## src/hdl/bsfr_pkg.sv

```systemverilog
`default_nettype none

package bsfr_pkg;

    localparam logic [7:0] PREAMBLE_BYTE = 8'h7E;
    localparam logic [7:0] ESCAPE_BYTE   = 8'h7D;
    localparam logic [7:0] ESCAPE_XOR    = 8'h20;

    localparam logic [3:0] MAX_PAYLOAD_RESET = 4'd15;

    // Receiver phase
    typedef enum logic [1:0] {
        PH_HUNT    = 2'd0,
        PH_HEADER  = 2'd1,
        PH_PAYLOAD = 2'd2,
        PH_TRAILER = 2'd3
    } t_phase;

    // Result event codes
    typedef enum logic [2:0] {
        EV_PAYLOAD   = 3'd0,
        EV_GOOD      = 3'd1,
        EV_CSUM_ERR  = 3'd2,
        EV_OVERFLOW  = 3'd3,
        EV_JUNK      = 3'd4,
        EV_UNEXP_PRE = 3'd5
    } t_event;

    // Header byte positions
    localparam logic [1:0] HDR_LEN_FLAGS = 2'd0;
    localparam logic [1:0] HDR_ADDRESS   = 2'd1;

endpackage

`default_nettype wire

```

## src/hdl/byte_stuffed_frame_receiver.sv

```systemverilog
`default_nettype none

// Channel   | Direction | Handshake                  | Payload
// ----------+-----------+----------------------------+------------------------------------
// line in   | input     | i_in_valid / o_in_stall    | i_line_byte
// result    | output    | o_out_valid / i_out_stall  | o_event_res .. o_frame_flags
// config    | input     | i_cfg_wr_en (no wait)      | i_cfg_wr_data (max_payload)
//
// One line byte per cycle: each transfer is decoded combinationally against the
// receiver state and its result, if any, is registered into the output register.
// The only limit is the output register: input stalls only while a result is held
// there and the sink stalls. Reset (synchronous, active low) returns the receiver to
// hunting for a preamble, clears the output valid and sets max_payload to 15.
module byte_stuffed_frame_receiver (
    input  wire logic                  i_clk,
    input  wire logic                  i_rst_n,

    input  wire logic                  i_cfg_wr_en,
    input  wire logic [3:0]            i_cfg_wr_data,

    input  wire logic                  i_in_valid,
    output logic                       o_in_stall,
    input  wire logic [7:0]            i_line_byte,

    output logic                       o_out_valid,
    input  wire logic                  i_out_stall,
    output bsfr_pkg::t_event           o_event_res,
    output logic [7:0]                 o_payload_byte,
    output logic [3:0]                 o_byte_index,
    output logic                       o_last_payload,
    output logic [7:0]                 o_frame_address,
    output logic [7:0]                 o_msg_code,
    output logic [3:0]                 o_frame_length,
    output logic [3:0]                 o_frame_flags
);
    import bsfr_pkg::*;

    // Receiver state
    logic [3:0]  r_max_payload;
    t_phase      r_phase,        n_phase;
    logic        r_esc,          n_esc;
    logic [1:0]  r_hdr_cnt,      n_hdr_cnt;
    logic [7:0]  r_len_flags,    n_len_flags;
    logic [7:0]  r_address,      n_address;
    logic [7:0]  r_code,         n_code;
    logic [3:0]  r_pay_cnt,      n_pay_cnt;
    logic [15:0] r_sum,          n_sum;
    logic        r_trl_cnt,      n_trl_cnt;
    logic [7:0]  r_sum_high,     n_sum_high;

    // Output register
    logic        r_out_valid;
    t_event      r_event,        n_event;
    logic [7:0]  r_pay_byte,     n_pay_byte;
    logic [3:0]  r_byte_idx,     n_byte_idx;
    logic        r_last,         n_last;
    logic [7:0]  r_out_addr,     n_out_addr;
    logic [7:0]  r_out_code,     n_out_code;
    logic [3:0]  r_out_len,      n_out_len;
    logic [3:0]  r_out_flags,    n_out_flags;
    logic        n_res_valid;

    logic        w_out_free;
    logic        w_in_xfer;
    logic        w_preamble;
    logic        w_esc_start;
    logic [7:0]  w_byte;
    logic [3:0]  w_len;
    logic        w_overflow;
    logic        w_last;
    logic        w_sum_ok;

    // Accept a new byte whenever the output slot is empty or being drained
    assign w_out_free = !r_out_valid || !i_out_stall;
    assign o_in_stall = !w_out_free;
    assign w_in_xfer  = i_in_valid && w_out_free;

    // De-escape: a preamble always wins, even right after an escape
    assign w_preamble  = (i_line_byte == PREAMBLE_BYTE);
    assign w_esc_start = !r_esc && (i_line_byte == ESCAPE_BYTE);
    assign w_byte      = r_esc ? (i_line_byte ^ ESCAPE_XOR) : i_line_byte;

    assign w_len      = r_len_flags[7:4];
    assign w_overflow = (w_len > r_max_payload);
    assign w_last     = ({1'b0, r_pay_cnt} + 5'd1) >= {1'b0, w_len};
    assign w_sum_ok   = ({r_sum_high, w_byte} == r_sum);

    // Next state
    always_comb begin
        n_phase     = r_phase;
        n_esc       = r_esc;
        n_hdr_cnt   = r_hdr_cnt;
        n_len_flags = r_len_flags;
        n_address   = r_address;
        n_code      = r_code;
        n_pay_cnt   = r_pay_cnt;
        n_sum       = r_sum;
        n_trl_cnt   = r_trl_cnt;
        n_sum_high  = r_sum_high;

        if (w_preamble) begin
            // Restart the frame from any phase
            n_phase   = PH_HEADER;
            n_esc     = 1'b0;
            n_hdr_cnt = '0;
            n_pay_cnt = '0;
            n_trl_cnt = 1'b0;
            n_sum     = '0;
        end else if (w_esc_start) begin
            n_esc = 1'b1;
        end else begin
            n_esc = 1'b0;
            case (r_phase)
                PH_HUNT: begin
                end
                PH_HEADER: begin
                    n_sum = r_sum + {8'd0, w_byte};
                    if (r_hdr_cnt == HDR_LEN_FLAGS) begin
                        n_len_flags = w_byte;
                        n_hdr_cnt   = 2'd1;
                    end else if (r_hdr_cnt == HDR_ADDRESS) begin
                        n_address = w_byte;
                        n_hdr_cnt = 2'd2;
                    end else begin
                        n_code    = w_byte;
                        n_hdr_cnt = '0;
                        if (w_overflow) begin
                            n_phase = PH_HUNT;
                        end else begin
                            n_pay_cnt = '0;
                            n_trl_cnt = 1'b0;
                            n_phase   = (w_len == 4'd0) ? PH_TRAILER : PH_PAYLOAD;
                        end
                    end
                end
                PH_PAYLOAD: begin
                    n_sum     = r_sum + {8'd0, w_byte};
                    n_pay_cnt = r_pay_cnt + 4'd1;
                    if (w_last) begin
                        n_phase   = PH_TRAILER;
                        n_trl_cnt = 1'b0;
                    end
                end
                PH_TRAILER: begin
                    if (!r_trl_cnt) begin
                        n_sum_high = w_byte;
                        n_trl_cnt  = 1'b1;
                    end else begin
                        n_trl_cnt = 1'b0;
                        n_phase   = PH_HUNT;
                    end
                end
                default: begin
                    n_phase = PH_HUNT;
                end
            endcase
        end
    end

    // Result for this byte
    always_comb begin
        logic with_hdr;
        with_hdr    = 1'b0;
        n_res_valid = 1'b0;
        n_event     = EV_JUNK;
        n_pay_byte  = '0;
        n_byte_idx  = '0;
        n_last      = 1'b0;

        if (w_preamble) begin
            n_res_valid = (r_phase != PH_HUNT);
            n_event     = EV_UNEXP_PRE;
        end else if (!w_esc_start) begin
            case (r_phase)
                PH_HUNT: begin
                    n_res_valid = 1'b1;
                    n_event     = EV_JUNK;
                end
                PH_HEADER: begin
                    if ((r_hdr_cnt != HDR_LEN_FLAGS) && (r_hdr_cnt != HDR_ADDRESS)
                            && w_overflow) begin
                        n_res_valid = 1'b1;
                        n_event     = EV_OVERFLOW;
                        with_hdr    = 1'b1;
                    end
                end
                PH_PAYLOAD: begin
                    n_res_valid = 1'b1;
                    n_event     = EV_PAYLOAD;
                    n_pay_byte  = w_byte;
                    n_byte_idx  = r_pay_cnt;
                    n_last      = w_last;
                    with_hdr    = 1'b1;
                end
                PH_TRAILER: begin
                    if (r_trl_cnt) begin
                        n_res_valid = 1'b1;
                        n_event     = w_sum_ok ? EV_GOOD : EV_CSUM_ERR;
                        with_hdr    = 1'b1;
                    end
                end
                default: begin
                end
            endcase
        end

        // Header fields come from the header as stored after this byte
        n_out_addr  = with_hdr ? n_address        : 8'd0;
        n_out_code  = with_hdr ? n_code           : 8'd0;
        n_out_len   = with_hdr ? n_len_flags[7:4] : 4'd0;
        n_out_flags = with_hdr ? n_len_flags[3:0] : 4'd0;
    end

    // Control state
    always_ff @(posedge i_clk) begin
        if (!i_rst_n) begin
            r_max_payload <= MAX_PAYLOAD_RESET;
            r_phase       <= PH_HUNT;
            r_esc         <= 1'b0;
            r_hdr_cnt     <= '0;
            r_len_flags   <= '0;
            r_address     <= '0;
            r_code        <= '0;
            r_pay_cnt     <= '0;
            r_sum         <= '0;
            r_trl_cnt     <= 1'b0;
            r_sum_high    <= '0;
            r_out_valid   <= 1'b0;
        end else begin
            if (i_cfg_wr_en) begin
                r_max_payload <= i_cfg_wr_data;
            end
            if (w_in_xfer) begin
                r_phase     <= n_phase;
                r_esc       <= n_esc;
                r_hdr_cnt   <= n_hdr_cnt;
                r_len_flags <= n_len_flags;
                r_address   <= n_address;
                r_code      <= n_code;
                r_pay_cnt   <= n_pay_cnt;
                r_sum       <= n_sum;
                r_trl_cnt   <= n_trl_cnt;
                r_sum_high  <= n_sum_high;
                r_out_valid <= n_res_valid;
            end else if (!i_out_stall) begin
                // Drop the result once the sink has taken it
                r_out_valid <= 1'b0;
            end
        end
    end

    // Result payload: load only when a new result is produced
    always_ff @(posedge i_clk) begin
        if (w_in_xfer && n_res_valid) begin
            r_event     <= n_event;
            r_pay_byte  <= n_pay_byte;
            r_byte_idx  <= n_byte_idx;
            r_last      <= n_last;
            r_out_addr  <= n_out_addr;
            r_out_code  <= n_out_code;
            r_out_len   <= n_out_len;
            r_out_flags <= n_out_flags;
        end
    end

    assign o_out_valid     = r_out_valid;
    assign o_event_res     = r_event;
    assign o_payload_byte  = r_pay_byte;
    assign o_byte_index    = r_byte_idx;
    assign o_last_payload  = r_last;
    assign o_frame_address = r_out_addr;
    assign o_msg_code      = r_out_code;
    assign o_frame_length  = r_out_len;
    assign o_frame_flags   = r_out_flags;

endmodule

`default_nettype wire
```

## config.mk

```make
export PLATFORM = sky130hd
export DESIGN_NAME = byte_stuffed_frame_receiver
export DESIGN_NICKNAME = d
export VERILOG_FILES = /design/src/hdl/bsfr_pkg.sv /design/src/hdl/byte_stuffed_frame_receiver.sv
export SDC_FILE = /design/constraint.sdc
export NUM_CORES = 1
export LEC_CHECK = 0
export BUFFER_PORTS_ARGS = -buffer_cell sky130_fd_sc_hd__buf_2
export CAP_MARGIN = 20
export CORE_MARGIN = 2
export CORE_UTILIZATION = 63
export CTS_CLUSTER_SIZE = 25
export DETAILED_ROUTE_END_ITERATION = 10
export PLACE_DENSITY = 0.95
export SYNTH_ARGS = -nofsm -noshare
export SYNTH_HDL_FRONTEND = slang
export SYNTH_SLANG_ARGS = --single-unit
```

## constraint.sdc

```tcl
create_clock -name i_clk -period 10 [get_ports i_clk]
set_input_delay 2.5 -clock i_clk [delete_from_list [all_inputs] [get_ports i_clk]]
set_output_delay 2.5 -clock i_clk [all_outputs]
set_load 0.005 [all_outputs]
```

==> impl_summary.md, run 1 <==
Outcome
The flow ran to the end, and the final reports show no timing, DRC or antenna violations.

Logic synthesis
The cell area that synthesis handed to floorplanning was 0.00505 mm². The number of standard cells after synthesis is 526. The number of nets in the synthesized netlist is 565. Of the post-synthesis cell area, the dominant cell type holds 0.250. The number of distinct library cells after synthesis is 59. Ranked by total cell area, the synthesized netlist is headed by sky130_fd_sc_hd__dfxtp_1 (25%), sky130_fd_sc_hd__edfxtp_1 (24%), sky130_fd_sc_hd__mux2i_1 (6.7%). The number of enable flip-flop cells after synthesis is 40. The largest area contributor in the netlist is sky130_fd_sc_hd__dfxtp_1. The share of flip-flops with an asynchronous set or reset is 0. Each instance of the synthesized netlist takes up on average 9.61 µm². The commonest cells after synthesis are sky130_fd_sc_hd__nor2_1 (72), sky130_fd_sc_hd__dfxtp_1 (63), sky130_fd_sc_hd__edfxtp_1 (40), sky130_fd_sc_hd__nand2_1 (40), sky130_fd_sc_hd__mux2i_1 (34). The part of the Yosys area used for sequential elements is 0.487. Among all cell types in the netlist, the one instantiated most often is sky130_fd_sc_hd__nor2_1. The main flop type after synthesis is sky130_fd_sc_hd__dfxtp_1.

The total number of yosys warnings is 0. After synthesis the netlist holds a flip-flop and latch count of 103.

Place
Once detailed placement completed, the half-perimeter wirelength came to 7910 µm. At the end of routability-driven placement, the weighted congestion stood at 0.937. In this run, placement finished with an instance count of 666. The count of buffers added on input and output ports is 58.

Clocking
The number of CTS-inserted buffers is 9. The H-tree depth reported by CTS is 3. The maximum buffer depth of the clock tree is 2. The number of hold buffers added after CTS was 0. The tree built by TritonCTS fans out to 103 sinks. The buffer cell driving the clock tree root is sky130_fd_sc_hd__clkbuf_8. The post-CTS repair timing setup buffer count is 0.

After clock tree synthesis, the clock-pin slew on the worst setup and hold paths is 0.11 ns. The post-cts gate resize count is 0. The CTS tree is yes. At the later pin of the worst-skew pair, clock insertion delay measures 0.37 ns.

Final layout
The number of diodes is 0. Compared with the post-synthesis result, the final layout area differs by 11.2%. The final layout contains 614 nets. The share of final-layout standard cells stronger than drive strength 1 is 0.153.

The layout filler cell count is 543. Leaving out filler cells and counting taps, the final layout contains 682. For this run, the share of the core covered by cells in the final layout is 0.724.

Critical path
STA puts the critical path data arrival time at 2.87 ns. The delay contributed by the slowest stage of the critical path is 0.12 ns. The buffers plus inverters on the worst setup path is 3. Along the worst path, the maximum fanout reaches 4. The critical path's most frequent cell is sky130_fd_sc_hd__buf_2. The worst setup path is of the in -> out kind. The worst setup path is captured at an output port. The cell at the slowest stage of the critical path is sky130_fd_sc_hd__buf_2. STA classifies the critical path startpoint as an input port. The signal on the critical path passes through buf_2 > nand2_1 > inv_1 > buf_2. In this design, the largest share of critical-path delay is due to buffers and inverters.

The critical path data required time is 7.50 ns.

Routing
In the final routed layout, each cell accounts on average for 16.8 µm. Summed over all layers, the routed wires come to 11500 µm. In the routed layout, each cell is associated on average with a via count of 6.13.

After detailed routing, the number of remaining DRC violations is 0. The detailed router placed 4184 vias in this run. In this run the remaining antenna-violating nets after routing total 0. In this run, the number of DRC markers left after iteration 0 of detailed routing was 401. The first-pass iteration count of the detailed router is 6.

STA
The clock skew is 0.0114 ns. The highest attainable clock frequency is 186 MHz. For the pin with the worst max-slew slack, the measured transition is 1.12 ns. Adding up every negative setup slack in the final design gives 0 ns. Headroom to the max-slew limit came out at 0.245.

The part of the cycle the worst path needs is 0.537. The hold violation count in the final report is 0. The number of max-slew violations in the final report came to 0. Setup violations remaining at the end of the flow were counted as 0. Setup repair after global routing left no endpoint under its margin.

The final critical delay including setup and external delays is 5.37 ns.

GRT
The final global-route overflow total is 0. The via count of the first global-routing pass is 4061. The initial antenna violation count is 0. The first global-routing pass estimated 18800 µm of wire. The pin count of the biggest net entering global routing is 44. Across every metal layer, demand over resource in global routing totals 0.275.

Pwr
The worst-case IR drop observed on VDD is 89.2 µV. The overall power is 0.784 mW. The total leakage power is 2.10 nW. In this run the power density over the cells is 140 mW/mm².

Hold path
The tightest min-delay check is of the reg -> reg type.

Die
During I/O placement, the number of pins put on the boundary was 59. After floorplanning, the core was sized to cover 0.00777 mm². For this configuration, the core starts out at a cell density of 0.651. The number of cell rows is 32. Measured along the x axis, the die boundary spans 93.6 µm.

The overall die area is 0.00875 mm². The vertical extent of the die is 93.6 µm.

Flow run
The max capacitance violation total is 0.
## worst paths after layout
path | start | endpoint | slack (ns) | cells after the start
worst min-delay path | r_sum[0] | r_sum[0] | 0.47 | 2
worst max-delay path | i_out_stall | o_in_stall | 4.63 | 4
worst max register to register | r_pay_cnt[0] | r_phase[0] | 6.90 | 10
worst min register to register | r_sum[0] | r_sum[0] | 0.47 | 2
## sequential cells by signal (all words and copies together) (netlist names), 8 cells and up
signal and flops:
o_payload_byte 8, r_len_flags 8, r_code 8, r_sum_high 8
r_sum 16, r_address 8, o_frame_address 8, o_msg_code 8
## routing by layer
layer  share of wire  track usage  vias up
met1            0.40        0.340     1974
met4           0.024        0.110        0
li1                -            -     1968
met5               0            0        -
met3           0.081       0.0548       30
met2            0.50        0.474      212
## tightest hold or removal path: cells and delay by family (launching register included)
| kind | cells | cell delay, ns |
|---|---|---|
| flops | 1 | 0.33 |
| compound gates | 1 | 0.05 |
| simple gates | 1 | 0.05 |
## cells by family (layout without fill, tap and decap cells)
logic type               after synthesis  in the layout  share of synthesized area
AO/OA/AOI/OAI                         87             87                      0.109
XOR/XNOR                              22             22                     0.0381
adder cells (fa/ha/maj)               22             22                     0.0560
buffers and inverters                 47            101                     0.0394
flip-flops                           103            103                      0.487
multiplexers                          35             35                     0.0696
AND/OR/NAND/NOR                      210            210                      0.201
## cell usage in the layout (no fill, tap or decap), drive strengths merged, types with 4 or more instances in the layout
cell and count:
nor2 72, dfxtp 63, buf 63, nand2 41
edfxtp 40, mux2i 34, a21oi 29, nand3 27
inv 23, ha 21, o21ai 21, nor3 15
xnor2 14, and2 10, a211oi 10, clkbuf 9
xor2 8, nand2b 8, nand4 7, nor2b 7
nor4 7, o211ai 6, or3 5, clkinv 4
## layout make-up
class                   instances  area (µm²)  area share
clock buffers                   9         124      0.0220
clock inverters                 7        91.3      0.0162
inverters                      22        82.6      0.0147
multi-input cells             376        2410       0.428
flip-flops and latches        103        2460       0.438
well taps                     102         128      0.0227
repair buffers                 63         328      0.0583
## where the power goes
group	switching, mW	internal, mW
Clock	0.155	0.121
Sequential	0.00318	0.447
Combinational	0.0388	0.0185
Total	0.197	0.587
## through the flow
stage | hold slack, ns | setup slack (ns) | area (µm²)
floorplan | 0.436 | 3.19 | 5050
global placement | 0.443 | 4.63 | 5410
detailed placement | 0.451 | 4.63 | 5410
CTS | 0.469 | 4.64 | 5620
global route | 0.504 | 4.58 | 5620
finish | 0.469 | 4.63 | 5620
Power figures use the tool's default switching activity.
==> inputs of run 2 (changes only) <==
--- a/config.mk
+++ b/config.mk
@@ -8,10 +8,10 @@
 export BUFFER_PORTS_ARGS = -buffer_cell sky130_fd_sc_hd__buf_2
 export CAP_MARGIN = 20
 export CORE_MARGIN = 2
-export CORE_UTILIZATION = 63
+export CORE_UTILIZATION = 53
 export CTS_CLUSTER_SIZE = 25
 export DETAILED_ROUTE_END_ITERATION = 10
-export PLACE_DENSITY = 0.95
+export PLACE_DENSITY = 0.87
 export SYNTH_ARGS = -nofsm -noshare
 export SYNTH_HDL_FRONTEND = slang
 export SYNTH_SLANG_ARGS = --single-unit
==> constraint.sdc (replaced) <==
create_clock -name i_clk -period 4.9 [get_ports i_clk]
set_input_delay 1.225 -clock i_clk [delete_from_list [all_inputs] [get_ports i_clk]]
set_output_delay 1.225 -clock i_clk [all_outputs]
set_load 0.005 [all_outputs]
==> run 2 against run 1 <==
Final cell count rose by 4.1%. Die area rose by 18%. Core utilization fell by 11 points. Clock power rose by 92%. Setup slack got worse by 3.2 ns. Non-clock buffer count rose by 1. Sequential share of layout area fell by 0.23 points. Flip-flop and latch count did not move. Total power rose by 100%. Clock-buffer cell count did not move. Critical path type is now in -> reg. Hold slack got worse by 0.0057 ns.
==> impl_summary.md, run 2 (synthesis gave the netlist of run 1 again) <==
STA
The number of max-slew violations in the final report is 0 (unchanged). The smallest setup slack after layout is 1.43 ns (-3.20 ns). For this run, the top clock speed supported by timing is 288 MHz. The hold violation count in the final report is 0 (unchanged). The slew at the pin closest to its max-slew limit is 1.02 ns (-0.101 ns). The setup-violating endpoint count in the final report came to 0 (unchanged). The minimum hold slack came to 0.464 ns (-0.00566 ns). The clock skew is 0.0118 ns (+0.000429 ns). Setup repair after global routing left no endpoint under its margin. Dividing the final minimum period by the clock period gives 0.708.

The final critical delay including setup and external delays is 3.47 ns. The worst slew margin relative to its limit is 0.313 (+0.0678). The final total negative setup slack is 0 ns (unchanged).

Critical path
The largest fanout on the critical path came to 6 (+2). The critical path is of the in -> reg type. The delay contributed by the slowest stage of the critical path is 0.54 ns (+0.42 ns). The critical path data required time was 5.03 ns (-2.47 ns). The family with the most delay on the worst path is simple AND/OR/NAND/NOR gates. The critical path goes through buf_2 > xnor2_1 > inv_1 > ha_1 > nor4_1 > nand4_1 > or4_1 > a31oi_1 > nor3_1. Among all stages on the critical path, the largest delay is contributed by sky130_fd_sc_hd__or4_1. STA classifies the critical path startpoint as an input port.

The worst setup path is captured at a flip-flop. The buffers plus inverters on the worst setup path is 2 (-1). The arrival time reported for the critical path endpoint is 3.60 ns (+0.73 ns).

Clocking
The post-cts gate resize count is 0 (unchanged). The H-tree depth reported by CTS is 3 (unchanged). The maximum buffer depth of the clock tree is 2 (unchanged).

The tree is rooted in a sky130_fd_sc_hd__clkbuf_8. The post-CTS repair timing setup buffer count is 0 (unchanged). The CTS tree is yes. The clock input transition at the sequential cells of the worst setup and hold paths is 0.10 ns (about the same). The clock latency reported for the late side of the worst-skew pair was 0.38 ns (about the same).

The CTS sink count is 103 (unchanged). The number of CTS-inserted buffers is 9 (unchanged). The quantity of hold-fixing buffers added after cts was 0 (unchanged).

GRT
The first-pass GRT wire length is 18500 µm (-1.5%). The via count of the first global-routing pass is 3867 (-4.8%). The initial antenna violation count is 0 (unchanged). The final global-route overflow total was 0 (unchanged). The global-route usage over all layers is 0.228 (-0.0468).

The pin count of the biggest net entering global routing is 41 (-6.8%).

Final layout
r_sum holds more flip-flops than any other register. The sequential cell area was 0.00246 mm² (unchanged). The layout filler cell count is 756 (+39%). The number of flip-flops under the largest register name is 16 (unchanged). Leaving out fill and tap cells, the most frequent cells in the layout are sky130_fd_sc_hd__nor2_1 (72), sky130_fd_sc_hd__dfxtp_1 (63), sky130_fd_sc_hd__buf_2 (58).

The number of diodes is 0 (unchanged). The share of final-layout standard cells stronger than drive strength 1 is 0.155 (+0.00146). The leading cell type in the layout, fill and taps excluded is sky130_fd_sc_hd__nor2_1. The number of nets in the layout was 615 (+0.16%). The post-layout instance area is 0.00565 mm² (+0.53%). The number of standard cells in the layout, taps in and fillers out is 710 (+4.1%). The synthesis-to-finish area growth is 11.8%. The footprint of the multi-input gates is 0.00241 mm² (unchanged).

Routing
The via count normalized by instance count was 5.75 (-6.4%). The first-pass iteration count of the detailed router is 6 (unchanged). The routed length per placed instance is 16.1 µm (-4.4%). The number of vias after detailed routing is 4079 (-2.5%). The post-detailed-routing wire length was 11400 µm (-0.45%). The DRC violations left came to 0 (unchanged). The detailed router's first-iteration violation count came to 318 (-21%). The antenna violation net count after detailed routing came to 0 (unchanged).

Die
The vertical extent of the die is 102 µm (+8.6%). The x dimension of the die is 102 µm (+8.6%). The number of cell rows is 35 (+9.4%). The I/O pin total is 59 (unchanged). The floorplan core area is 0.00924 mm² (+19%). The initial cell density of the core is 0.547 (-0.104). The overall die area is 0.0103 mm² (+18%).

Place
The total instance count after detailed placement is 694 (+4.2%). The count of input and output buffers is 58 (unchanged). The pre-CTS worst setup slack is 1.14 ns (-3.49 ns).

The estimated wirelength of the detail-placed design is 7960 µm (+0.64%). The final weighted congestion in routability-driven placement came to 0.925 (-1.3%). The instance area at placement is 0.00545 mm² (+0.76%).

Pwr
The largest vdd supply drop is 167 µV (+87%). The total leakage power is 2.10 nW (about the same). The cell area power density is 277 mW/mm² (+99%).

Outcome
The flow ran to the end, and the final reports show no timing, DRC or antenna violations.

Flow run
The max capacitance violation total is 0 (unchanged).

Hold path
The kind of path behind the tightest hold check is reg -> reg.
## run 2: cell types whose count changed in the layout (fill, tap and decap cells not counted), sizes merged
| cell | delta |
|---|---|
| buf | +1 |
| bufinv | -1 |
| clkinv | +1 |
## run 2: worst paths after layout
| path | start | to | slack [ns] | cells after the start |
|---|---|---|---|---|
| min | r_sum[4] | r_sum[4] | 0.46 | 2 |
| min reg2reg | r_sum[4] | r_sum[4] | 0.46 | 2 |
| max reg2reg | r_len_flags[4] | o_frame_address[3] | 1.99 | 9 |
| max | i_line_byte[5] | o_event_res[1] | 1.43 | 9 |
## run 2: final cells by class
class / count / share of cell area
Sequential cell: 103 / 0.436
Multi-Input combinational cell: 376 / 0.426
Timing Repair Buffer: 64 / 0.0593
Tap cell: 129 / 0.0286
Clock buffer: 9 / 0.0219
Inverter: 22 / 0.0146
Clock inverter: 7 / 0.0142
## run 2: power breakdown
| part | total (mW) | internal, mW | switching [mW] | leakage, nW |
|---|---|---|---|---|
| combinational | 0.115 | 0.0376 | 0.0773 | 1.09 |
| sequential | 0.920 | 0.913 | 0.00683 | 0.911 |
| clock | 0.533 | 0.202 | 0.330 | 0.0990 |
## run 2: routing by layer
| layer | share of wire | track usage | vias to the layer above |
|---|---|---|---|
| li1 | - | - | 1970 |
| met1 | 0.43 | 0.298 | 1908 |
| met2 | 0.47 | 0.376 | 167 |
| met3 | 0.069 | 0.0366 | 34 |
| met4 | 0.023 | 0.0988 | 0 |
| met5 | 0 | 0 | - |
## run 2: tightest hold or removal path, stage by stage (launching register included)
cell and delay, ns:
sky130_fd_sc_hd__dfxtp_1 0.33, sky130_fd_sc_hd__nand2_1 0.05, sky130_fd_sc_hd__a21oi_1 0.05
## run 2: stage by stage
stage | power [mW] | util
after floorplan | 1.01 | -
after detailed placement | 1.05 | 0.590
after CTS | 1.57 | 0.612
after global placement | 1.05 | 0.590
after global routing | 1.62 | 0.612
final | 1.57 | 0.612
==> inputs of run 3 (changes only) <==
--- a/config.mk
+++ b/config.mk
@@ -8,10 +8,10 @@
 export BUFFER_PORTS_ARGS = -buffer_cell sky130_fd_sc_hd__buf_2
 export CAP_MARGIN = 20
 export CORE_MARGIN = 2
-export CORE_UTILIZATION = 53
+export CORE_UTILIZATION = 58
 export CTS_CLUSTER_SIZE = 25
 export DETAILED_ROUTE_END_ITERATION = 10
-export PLACE_DENSITY = 0.87
+export PLACE_DENSITY = 0.9
 export SYNTH_ARGS = -nofsm -noshare
 export SYNTH_HDL_FRONTEND = slang
 export SYNTH_SLANG_ARGS = --single-unit
==> constraint.sdc (replaced) <==
create_clock -name i_clk -period 3.27 [get_ports i_clk]
set_input_delay 0.8175 -clock i_clk [delete_from_list [all_inputs] [get_ports i_clk]]
set_output_delay 0.8175 -clock i_clk [all_outputs]
set_load 0.005 [all_outputs]
==> run 3 against run 2 <==
First-iteration DRC count fell by 31%. Final area increased by 0.49%. Sequential share of layout area down 0.21 points. Hold slack better by 0.0019 ns. Global-route usage is 2.4 points higher. Combinational power increased by 57%. Sequential power up 50%. Clock skew shrank 0.00073 ns. Wire length increased by 3.9%. Die area decreased by 8.3%. Clock power is 50% higher. Critical endpoint is now r_phase[0]. Largest cell class unchanged.
==> impl_summary.md, run 3 (synthesis gave the netlist of run 1 again) <==
Clocking
The post-cts gate resize count is 0 (unchanged). The number of CTS-inserted buffers is 9 (unchanged). The maximum buffer depth of the clock tree is 2 (unchanged).

The post-CTS repair timing setup buffer count was 0 (unchanged). The CTS tree is yes. The quantity of hold-fixing buffers added after cts is 0 (unchanged). The CTS sink count is 103 (unchanged). The clock input transition at the sequential cells of the worst setup and hold paths is 0.11 ns (about the same). The tree is rooted in a sky130_fd_sc_hd__clkbuf_8.

The H-tree depth reported by CTS is 3 (unchanged). The clock latency reported for the late side of the worst-skew pair was 0.38 ns (about the same).

Final layout
The leading cell type in the layout, fill and taps excluded is sky130_fd_sc_hd__nor2_1. The footprint of the multi-input gates is 0.00241 mm² (unchanged). The library cells used most frequently in the layout, excluding fill and tap cells, are sky130_fd_sc_hd__nor2_1 (72), sky130_fd_sc_hd__dfxtp_1 (63), sky130_fd_sc_hd__buf_2 (58). From synthesis to final layout, the design area changed by 12.4%.

The share of final-layout standard cells stronger than drive strength 1 came to 0.166 (+0.0115). The sequential cell area is 0.00246 mm² (unchanged). Ranked by flip-flop count, first place goes to r_sum. The number of flip-flops under the largest register name is 16 (unchanged). The number of nets in the layout is 623 (+1.3%). The number of diodes is 0 (unchanged). The layout filler cell count is 669 (-12%).

The utilization of the core after routing is 0.661 (+0.0492).

Die
The x dimension of the die is 97.3 µm (-4.2%). The floorplan core area is 0.00859 mm² (-7.0%). The overall die area was 0.00948 mm² (-8.3%). The I/O pin total is 59 (unchanged). The vertical extent of the die is 97.3 µm (-4.2%).

The initial cell density of the core is 0.588 (+0.0412). The number of cell rows is 34 (-2.9%).

STA
The number of max-slew violations in the final report is 0 (unchanged). The part of the cycle the worst path needs is 0.903. Setup repair after global routing left no endpoint under its margin.

The clock skew is 0.0111 ns (-0.000725 ns). The smallest setup slack after layout is 0.318 ns (-1.11 ns). The final critical delay including setup and external delays is 2.95 ns. The hold violation count in the final report is 0 (unchanged). The highest attainable clock frequency is 339 MHz. The worst slew margin relative to its limit is 0.341 (+0.0280). The slew at the pin closest to its max-slew limit is 0.987 ns (-0.0355 ns).

The setup-violating endpoint count in the final report is 0 (unchanged). The final total negative setup slack is 0 ns (unchanged).

Place
The final weighted congestion in routability-driven placement came to 0.894 (-3.4%). The estimated wirelength of the detail-placed design is 8300 µm (+4.2%). The count of input and output buffers is 58 (unchanged). The pre-CTS worst setup slack is 0.134 ns (-1.01 ns).

Pwr
The largest vdd supply drop was 211 µV (+26%). The total leakage power came to 2.15 nW (+2.0%). The cell area power density is 415 mW/mm² (+50%). The overall power is 2.36 mW (+51%).

GRT
The pin count of the biggest net entering global routing came to 42 (+2.4%). The first-pass GRT wire length is 19300 µm (+4.3%). The final global-route overflow total came to 0 (unchanged). The global-route usage over all layers is 0.252 (+0.0236). The initial antenna violation count is 0 (unchanged). The via count of the first global-routing pass is 4006 (+3.6%).

Critical path
The setup slack of the worst register-to-register path is 0.32 ns (-1.67 ns). The element type at the critical path end is a flip-flop. STA classifies the critical path startpoint as a flip-flop. The arrival time reported for the critical path endpoint was 3.22 ns (-0.38 ns).

The critical path data required time is 3.54 ns (-1.49 ns). The type of the setup path with the least slack is reg -> reg. The largest fanout on the critical path came to 6 (unchanged).

Routing
The first-pass iteration count of the detailed router is 5 (-1). The via count normalized by instance count is 5.97 (+3.8%). The antenna violation net count after detailed routing is 0 (unchanged). The number of vias after detailed routing is 4158 (+1.9%). The detailed router's first-iteration violation count is 221 (-31%). The DRC violations left came to 0 (unchanged). The routed length per placed instance is 17.0 µm (+5.8%). The post-detailed-routing wire length is 11900 µm (+3.9%).

Flow run
The max capacitance violation total is 0 (unchanged).

Outcome
The run finished with clean final reports.

Hold path
The kind of path behind the tightest hold check is reg -> reg.
[run 3: cell types whose count changed in the layout (fill, tap and decap cells not counted)]
cell / change
sky130_fd_sc_hd__buf_4: +8
sky130_fd_sc_hd__inv_6: +2
sky130_fd_sc_hd__clkinv_8: -1
sky130_fd_sc_hd__clkinvlp_4: -1
[run 3: worst paths after layout]
check / endpoint / cells past startpoint / startpoint
worst min-delay path: r_len_flags[0] / 2 / r_len_flags[0]
worst max register to register: r_phase[0] / 11 / r_pay_cnt[0]
worst min register to register: r_len_flags[0] / 2 / r_len_flags[0]
worst max-delay path: r_phase[0] / 11 / r_pay_cnt[0]
[run 3: per-stage QoR]
step | hold slack (ns) | instances | cell area, µm²
after floorplan | 0.436 | 526 | 5070
final | 0.465 | 697 | 5680
after CTS | 0.466 | 697 | 5680
after global routing | 0.496 | 697 | 5680
after detailed placement | 0.449 | 681 | 5480
after global placement | 0.444 | 681 | 5480
[run 3: cell type report]
| cell class | instances | share of cell area |
|---|---|---|
| Sequential cell | 103 | 0.434 |
| Multi-Input combinational cell | 376 | 0.424 |
| Timing Repair Buffer | 72 | 0.0696 |
| Tap cell | 108 | 0.0238 |
| Clock buffer | 9 | 0.0218 |
| Inverter | 22 | 0.0145 |
| Clock inverter | 7 | 0.0130 |
[run 3: power by group]
part | switching (mW) | total, mW | internal (mW)
logic | 0.120 | 0.181 | 0.0610
clock network | 0.496 | 0.799 | 0.302
registers | 0.0105 | 1.38 | 1.37
[run 3: layer usage]
| layer | vias to the layer above | track usage | share of wire |
|---|---|---|---|
| met2 | 163 | 0.444 | 0.51 |
| met3 | 24 | 0.0511 | 0.062 |
| met4 | 0 | 0.0833 | 0.020 |
| li1 | 1993 | - | - |
| met5 | - | 0 | 0 |
| met1 | 1978 | 0.310 | 0.41 |
[run 3: critical path, stage by stage (launching register included)]
cell	delay, ns
sky130_fd_sc_hd__dfxtp_1	0.38
sky130_fd_sc_hd__ha_1	0.25
sky130_fd_sc_hd__nor2b_1	0.15
sky130_fd_sc_hd__or2_2	0.28
sky130_fd_sc_hd__ha_1	0.30
sky130_fd_sc_hd__a21oi_1	0.15
sky130_fd_sc_hd__o21ai_0	0.16
sky130_fd_sc_hd__a2111oi_0	0.47
sky130_fd_sc_hd__buf_4	0.19
sky130_fd_sc_hd__or3_1	0.17
sky130_fd_sc_hd__nor4bb_1	0.07
sky130_fd_sc_hd__a311oi_1	0.28
